--- src/hw/rtl/ecf_pkg.sv ---
// Package for the eased colour crossfade: widths, constants and shared types.
// Used by the interfaces, the divider pipeline and the top level.
package ecf_pkg;

   localparam int ColorW   = 24;
   localparam int ElapsedW = 27;
   localparam int DurMsW   = 16;
   localparam int DurUsW   = 26;
   localparam int QuotW    = 17;
   localparam int ProgW    = 16;
   localparam int MsToUs   = 1000;
   localparam int DivSteps = QuotW;

   // Side data that travels beside each word through the pipeline
   typedef struct packed {
      logic [ColorW-1:0] old_color;
      logic [ColorW-1:0] new_color;
      logic              fin;
      logic              byp;
   } tag_type;

endpackage

--- src/hw/rtl/ecf_div.sv ---
// Restoring divider pipeline: one quotient bit per stage.
// Depends on ecf_pkg.
module ecf_div import ecf_pkg::*; (
   input  logic                clock,
   input  logic                reset,
   input  logic                en,
   input  logic                in_vld,
   input  logic [ElapsedW-1:0] in_num,
   input  logic [DurUsW-1:0]   dur,
   input  tag_type             in_tag,
   output logic                out_vld,
   output logic [QuotW-1:0]    out_quot,
   output tag_type             out_tag
);

   logic [ElapsedW-1:0] rem_ff  [DivSteps];
   logic [QuotW-1:0]    quot_ff [DivSteps];
   tag_type             tag_ff  [DivSteps];
   logic                vld_ff  [DivSteps];

   logic [ElapsedW-1:0] trial_in [DivSteps];
   logic [ElapsedW-1:0] rem_in   [DivSteps];
   logic [QuotW-1:0]    quot_in  [DivSteps];
   logic                bit_in   [DivSteps];

   // Shift in one dividend bit (zero) a stage, compare and subtract
   always_comb begin
      trial_in[0] = in_num;
      for (int k = 1; k < DivSteps; k++) begin
         trial_in[k] = {rem_ff[k-1][ElapsedW-2:0], 1'b0};
      end
      for (int k = 0; k < DivSteps; k++) begin
         bit_in[k] = trial_in[k] >= ElapsedW'(dur);
         rem_in[k] = bit_in[k] ? trial_in[k] - ElapsedW'(dur) : trial_in[k];
      end
      quot_in[0] = {{(QuotW-1){1'b0}}, bit_in[0]};
      for (int k = 1; k < DivSteps; k++) begin
         quot_in[k] = {quot_ff[k-1][QuotW-2:0], bit_in[k]};
      end
   end

   // Advance valid bits
   always_ff @(posedge clock) begin
      if (reset) begin
         for (int k = 0; k < DivSteps; k++) vld_ff[k] <= 1'b0;
      end else if (en) begin
         vld_ff[0] <= in_vld;
         for (int k = 1; k < DivSteps; k++) vld_ff[k] <= vld_ff[k-1];
      end
   end

   // Advance payload
   always_ff @(posedge clock) begin
      if (en) begin
         tag_ff[0] <= in_tag;
         for (int k = 0; k < DivSteps; k++) begin
            rem_ff[k]  <= rem_in[k];
            quot_ff[k] <= quot_in[k];
         end
         for (int k = 1; k < DivSteps; k++) tag_ff[k] <= tag_ff[k-1];
      end
   end

   assign out_vld  = vld_ff[DivSteps-1];
   assign out_quot = quot_ff[DivSteps-1];
   assign out_tag  = tag_ff[DivSteps-1];

endmodule

--- config.mk ---
export PLATFORM = sky130hd
export DESIGN_NAME = ecf_div
export DESIGN_NICKNAME = d
export VERILOG_FILES = /design/src/hw/rtl/ecf_pkg.sv /design/src/hw/rtl/ecf_div.sv
export SDC_FILE = /design/constraint.sdc
export NUM_CORES = 2
export LEC_CHECK = 0
export CAP_MARGIN = 25
export CELL_PAD_IN_SITES_DETAIL_PLACEMENT = 0
export CELL_PAD_IN_SITES_GLOBAL_PLACEMENT = 2
export CORE_MARGIN = 5
export CORE_UTILIZATION = 42
export DETAILED_ROUTE_END_ITERATION = 6
export DONT_BUFFER_PORTS = 1
export PLACE_DENSITY_LB_ADDON = 0.1
export SKIP_LAST_GASP = 1
export SLEW_MARGIN = 20
export SYNTH_ARGS = -nofsm -noshare
export SYNTH_HDL_FRONTEND = slang
export SYNTH_SLANG_ARGS = --single-unit
--- constraint.sdc ---
create_clock -name clock -period 4.63 [get_ports clock]
set_input_delay 0.2315 -clock clock [delete_from_list [all_inputs] [get_ports clock]]
set_output_delay 0.2315 -clock clock [all_outputs]
set_load 0.05 [all_outputs]
# Yosys cells after proc, flatten, opt, wreduce, memory -nomap -nowiden

Memory sizes are Yosys's and may differ from the RTL's.
Cells that the tools add are included.

Flip-flop bits (word level): 0
Bits in writable memories: 1615
Input port bits: 107
Output and inout bits: 68
Logic and storage cells: 95
Memories kept: 4

Add/subtract/negate cells: 17
Magnitude comparators: 17
Muxes and demuxes: 40
Bitwise gates (word level): 17

Memories:

| memory  | words | bits a word | rd ports | clocked after memory_dff | wr ports | line          | RTL |
|---|---|---|---|---|---|---|---|
| tag_ff  | 17    | 50          | 17       | 0                        | 17       | ecf_div.sv:18 | `tag_type tag_ff [DivSteps];` |
| rem_ff  | 17    | 27          | 16       | 0                        | 17       | ecf_div.sv:16 | `logic [ElapsedW-1:0] rem_ff [DivSteps];` |
| quot_ff | 17    | 17          | 17       | 0                        | 17       | ecf_div.sv:17 | `logic [QuotW-1:0] quot_ff [DivSteps];` |
| vld_ff  | 17    | 1           | 17       | 0                        | 17       | ecf_div.sv:19 | `logic vld_ff [DivSteps];` |

Operator list:

| cell                                                           | number |
|---|---|
| 27-bit by 26-bit greater-or-equal comparator with 1-bit output | 17 |
| 27-bit 2-to-1 mux                                              | 17 |
| 27-bit by 26-bit subtractor with 27-bit output                 | 17 |
| 1-bit 2-to-1 mux                                               | 23 |
| 1-bit bitwise OR                                               | 17 |

# Logic depth before layout (Yosys ltp)

Word-level depth: 4
Mapped depth: 15
Depth with buffers taken out: 15

# Least setup slack after synthesis

OpenSTA, ideal clock, no wires.

Kind: input to register
Start point: input dur[0]
End point: memory rem_ff[15][22] (netlist: rem_ff[0][427]) (data pin)
Library setup time: 0.260 ns
Arrival: 4.312 ns
Data required time: 4.370 ns
Path slack: 0.058 ns
Stages on the path: 15
Path buffers: 2
Path through: buf_4 inv_2 clkbuf_1 fa_1 a21o_1 a221oi_1 a2111o_1 and2_1 o21ai_0 a21o_1 a21oi_1 o21ai_0 a31oi_1 xnor2_1 mux2_2

RTL lines:

| what        | line          | RTL |
|---|---|---|
| from (decl) | ecf_div.sv:9  | `input logic [DurUsW-1:0] dur,` |
| to (decl)   | ecf_div.sv:16 |  |

==> impl_summary.md <==
Die
The overall die area is 171000 um^2. The site row count is 148. After floorplanning, the core was sized to cover 162000 um^2. The die boundary height is 413 um. The x dimension of the die is 413 um. The starting density of the core is 42.1%.

The boundary pin count is 175.

Final layout
Leaving out fill and tap cells, the most frequent cells in the layout are sky130_fd_sc_hd__edfxtp_1 (1436), sky130_fd_sc_hd__ha_1 (441), sky130_fd_sc_hd__a21oi_1 (418). The commonest non-fill, non-tap cell in the layout is sky130_fd_sc_hd__edfxtp_1. The total number of nets in the final design is 5835.

Cells fill 48.4% of the core in the end. The synthesis-to-finish area growth is 14.8%. In the final layout, the share of cells above drive strength 1 is 10.9%. The repair_antennas step left the layout with diodes totalling 0. After the flow finishes, the layout carries non-filler instances totaling 7573.

Clock tree
TritonCTS built the clock tree. In this run the deepest clock path goes through 3 buffers. The later pin in the worst-skew pair is clocked with a latency of 810 ps. CTS saw 1436 sinks.

The root buffer cell is sky130_fd_sc_hd__clkbuf_16. The post-CTS clock slew at the launch and capture registers of the worst setup and hold paths is 60 ps. The maximum level of the CTS H-tree is 4. The total CTS buffers is 160.

Logic synthesis
The register bit count reported by yosys is 1436. Counting distinct cell types in the post-synthesis netlist gives 89. Counting flops with a built-in enable in the synthesized netlist gives 1436. Summing every instance area after synthesis gives 68400 um^2. A synthesized cell averages 13.7 um^2. The sequential-to-total area share from yosys stat is 63.1%. For this run, the leading register cell type out of synthesis is sky130_fd_sc_hd__edfxtp_1. Yosys printed 0 warnings. The fraction of registers with async set or reset after synthesis is 0%. After technology mapping, the gate count stands at 4976. Counting every net in the synthesized netlist gives 5540.

GRT
The layer with the highest usage after global routing is met2. The initial antenna violation count is 3. Global routing consumed, on the met1 layer, 25.7% of the routing resources. In the global route stage, met3 resource usage came out at 2.84%. The global routing met2 resource utilization is 27.6%. The global-route wire length before repair is 233000 um.

The global-route total usage across every layer is 17.7%. Entering global routing, the biggest net connects 221 pins. Summed over all layers, the global routing overflow is 0. The number of global-route vias before repair is 39100.

Critical path
In this run the critical register-to-register path is captured at rem_ff[0][54]$_SDFFCE_PN0P_. Across all register-to-register paths, the minimum setup slack is 250 ps. Counting buffers and inverters, the worst setup path is 13 cells deep. The worst path required time is 5190 ps. The kind of cell with the highest combined delay along the critical path is compound AO/OA/AOI/OAI gates. The worst register-to-register path begins at rem_ff[0][33]$_DFFE_PP_. The kind of end point of the critical path is a flop. The critical setup path kind is flop to flop. The combined buffer and inverter count along the critical path is 2.

Along the worst path, the maximum fanout reaches 18. Walking the worst path, the cells encountered are ha_1 > or2_2 > a21oi_1 > a311o_1 > nand2_1 > o41ai_1 > o21ai_1 > o41a_1 > a31oi_1 > o31ai_4 > buf_6 > and2_1 > dlygate4sd3_1. Data arrives at the worst endpoint at 4940 ps.

Counting cells, the worst reg-to-reg path comes to 13. The slowest stage of the critical path is the sky130_fd_sc_hd__o41ai_1 cell. The largest single stage delay on the critical path is 550 ps. STA classifies the critical path startpoint as a flop.

Timing
The peak clock frequency supported by timing is 228 MHz. The worst clock skew is 54.0 ps. The number of slew-limit violations in the final report is 0. The transition time of the tightest slew-check pin is 1050 ps. The headroom to the max-slew limit is 30.0%.

Setup repair after global routing left no endpoint under its margin. The minimum period implied by the final worst setup slack is 4380 ps. The part of the cycle the worst path needs is 94.6%.

Setup violations remaining at the end of the flow were counted as 0. The total count of hold-check failures in the final report is 0. The final setup TNS is 0 ps.

Placed design
The number of I/O port buffers is 0. The number of cells after detailed placement is 7104. After legalization and detailed placement, the total HPWL measured 105000 um. The global placement routability congestion is 0.837.

Outcome
The flow ran to the end, and the final reports show no timing, DRC or antenna violations.

Detailed routing
The average routed wire per standard cell is 20.2 um. The overall via count from detail_route is 39500. For this run, design rule violations remaining after detail routing come to 0.

In the routed layout, each cell is associated on average with a via count of 5.21. The total wirelength of the detailed-routed design is 153000 um. Once detail routing completed, the nets flagged for antenna violations numbered 0. The first-pass iteration count of the detailed router is 6.

For this block, the initial DRC count from the detailed router was 3011.

Pwr
The worst vdd rail ir drop is 432 uV. In this run the static leakage power is 29.3 nW. The ratio of total power to cell area is 652 nW/um^2.

Hold path
The worst min-delay path endpoint is tag_ff[0][33]$_DFFE_PP_. In this run the most critical hold path is launched from in_tag[33]. The count of cells along the worst hold path is 1. The path category of the worst min-delay check is input pin to flop.

Flow run
Max-cap violations in this run came to 0.
## worst reg2reg max path: stages (launching register included)
cell	delay, ps
sky130_fd_sc_hd__edfxtp_1	420
sky130_fd_sc_hd__ha_1	340
sky130_fd_sc_hd__or2_2	330
sky130_fd_sc_hd__a21oi_1	250
sky130_fd_sc_hd__a311o_1	200
sky130_fd_sc_hd__nand2_1	70
sky130_fd_sc_hd__o41ai_1	550
sky130_fd_sc_hd__o21ai_1	280
sky130_fd_sc_hd__o41a_1	420
sky130_fd_sc_hd__a31oi_1	310
sky130_fd_sc_hd__o31ai_4	80
sky130_fd_sc_hd__buf_6	180
sky130_fd_sc_hd__and2_1	170
sky130_fd_sc_hd__dlygate4sd3_1	550
## power breakdown
part	internal (mW)	switching, mW	total (mW)
Sequential	18.1	1.54	19.6
Clock	7.03	5.25	12.3
Combinational	8.74	10.5	19.3
## how the worst max path moves through the flow
stage,from,to,slack [ps]
global placement,dur[4],rem_ff[0][379]$_DFFE_PP_,460
finish,rem_ff[0][33]$_DFFE_PP_,rem_ff[0][54]$_SDFFCE_PN0P_,250
global route,rem_ff[0][33]$_DFFE_PP_,rem_ff[0][54]$_SDFFCE_PN0P_,60
detailed placement,dur[7],rem_ff[0][67]$_DFFE_PP_,360
CTS,dur[0],rem_ff[0][373]$_DFFE_PP_,40
floorplan,dur[0],rem_ff[0][427]$_DFFE_PP_,60
## flip-flops by register name, summed over array words and instances, names as in the netlist
| register | cells |
|---|---|
| rem_ff | 416 |
| tag_ff | 850 |
| quot_ff | 153 |
| vld_ff | 17 |
## timing repair
item | in CTS | in global routing
hold endpoints to repair | 155 | 0
buffers inserted | 0 | 0
gates resized for setup | 0 | 2
endpoints found under the setup margin | 0 | 7
hold buffers | 180 | 0
## cell usage after synthesis (all sizes together) (9+ instances only)
cell type | number | share of area [%]
or2 | 12 | 0.11
clkbuf | 68 | 0.37
xor2 | 156 | 2.0
or3 | 12 | 0.11
nand2b | 38 | 0.35
a31oi | 36 | 0.35
mux2 | 201 | 3.3
ha | 441 | 8.1
xnor2 | 208 | 2.7
nor2 | 229 | 1.3
nand2 | 333 | 1.8
nand3 | 74 | 0.54
o41ai | 9 | 0.13
o21a | 47 | 0.52
and4 | 14 | 0.18
and3 | 27 | 0.25
a21oi | 420 | 3.1
a21boi | 10 | 0.11
edfxtp | 1436 | 63
a211oi | 22 | 0.26
nand4 | 62 | 0.57
nor2b | 53 | 0.49
buf | 96 | 1.0
nor3 | 46 | 0.34
a221oi | 13 | 0.19
o21ai | 313 | 2.3
nor4 | 14 | 0.15
and2 | 46 | 0.42
fa | 16 | 0.47
o31ai | 16 | 0.18
a21o | 194 | 2.1
o21bai | 59 | 0.65
inv | 123 | 0.68
## cell families after synthesis
logic type	share of synthesized area (%)
adders and majority gates	8.54
and+or+nand+nor	6.91
AOI/OAI and AO/OA	11.4
DFF	63.1
xor gates and xnor gates	4.66
buffers and inverters	2.08
muxes	3.34
## routing by layer
metal  share of wire (%)  up-vias
li1                    -    19600
met2                  45      652
met5                   0        -
met3                 3.7      200
met1                  49    19000
met4                 2.4        0
## stage by stage
| stage | hold slack (ps) | cell area (um^2) | setup slack, ps | total power [mW] |
|---|---|---|---|---|
| floorplan | 330 | 68400 | 57.8 | 33.7 |
| global placement | 330 | 71400 | 464 | 38.9 |
| detailed placement | 330 | 71500 | 360 | 38.8 |
| CTS | 4.40 | 78500 | 37.9 | 51.7 |
| global route | 34.6 | 78500 | 57.9 | 54.6 |
| finish | 94.1 | 78500 | 249 | 51.2 |
## final cells by class
type	instances	area, um^2
tap	2175	2720
clock buffer	192	4150
inverter	123	462
timing repair buffer	297	3120
multi-input combinational	3253	23900
sequential	1436	43100
fill	14200	83700
clock inverter	97	1040
(Power assumes the default switching activity.)
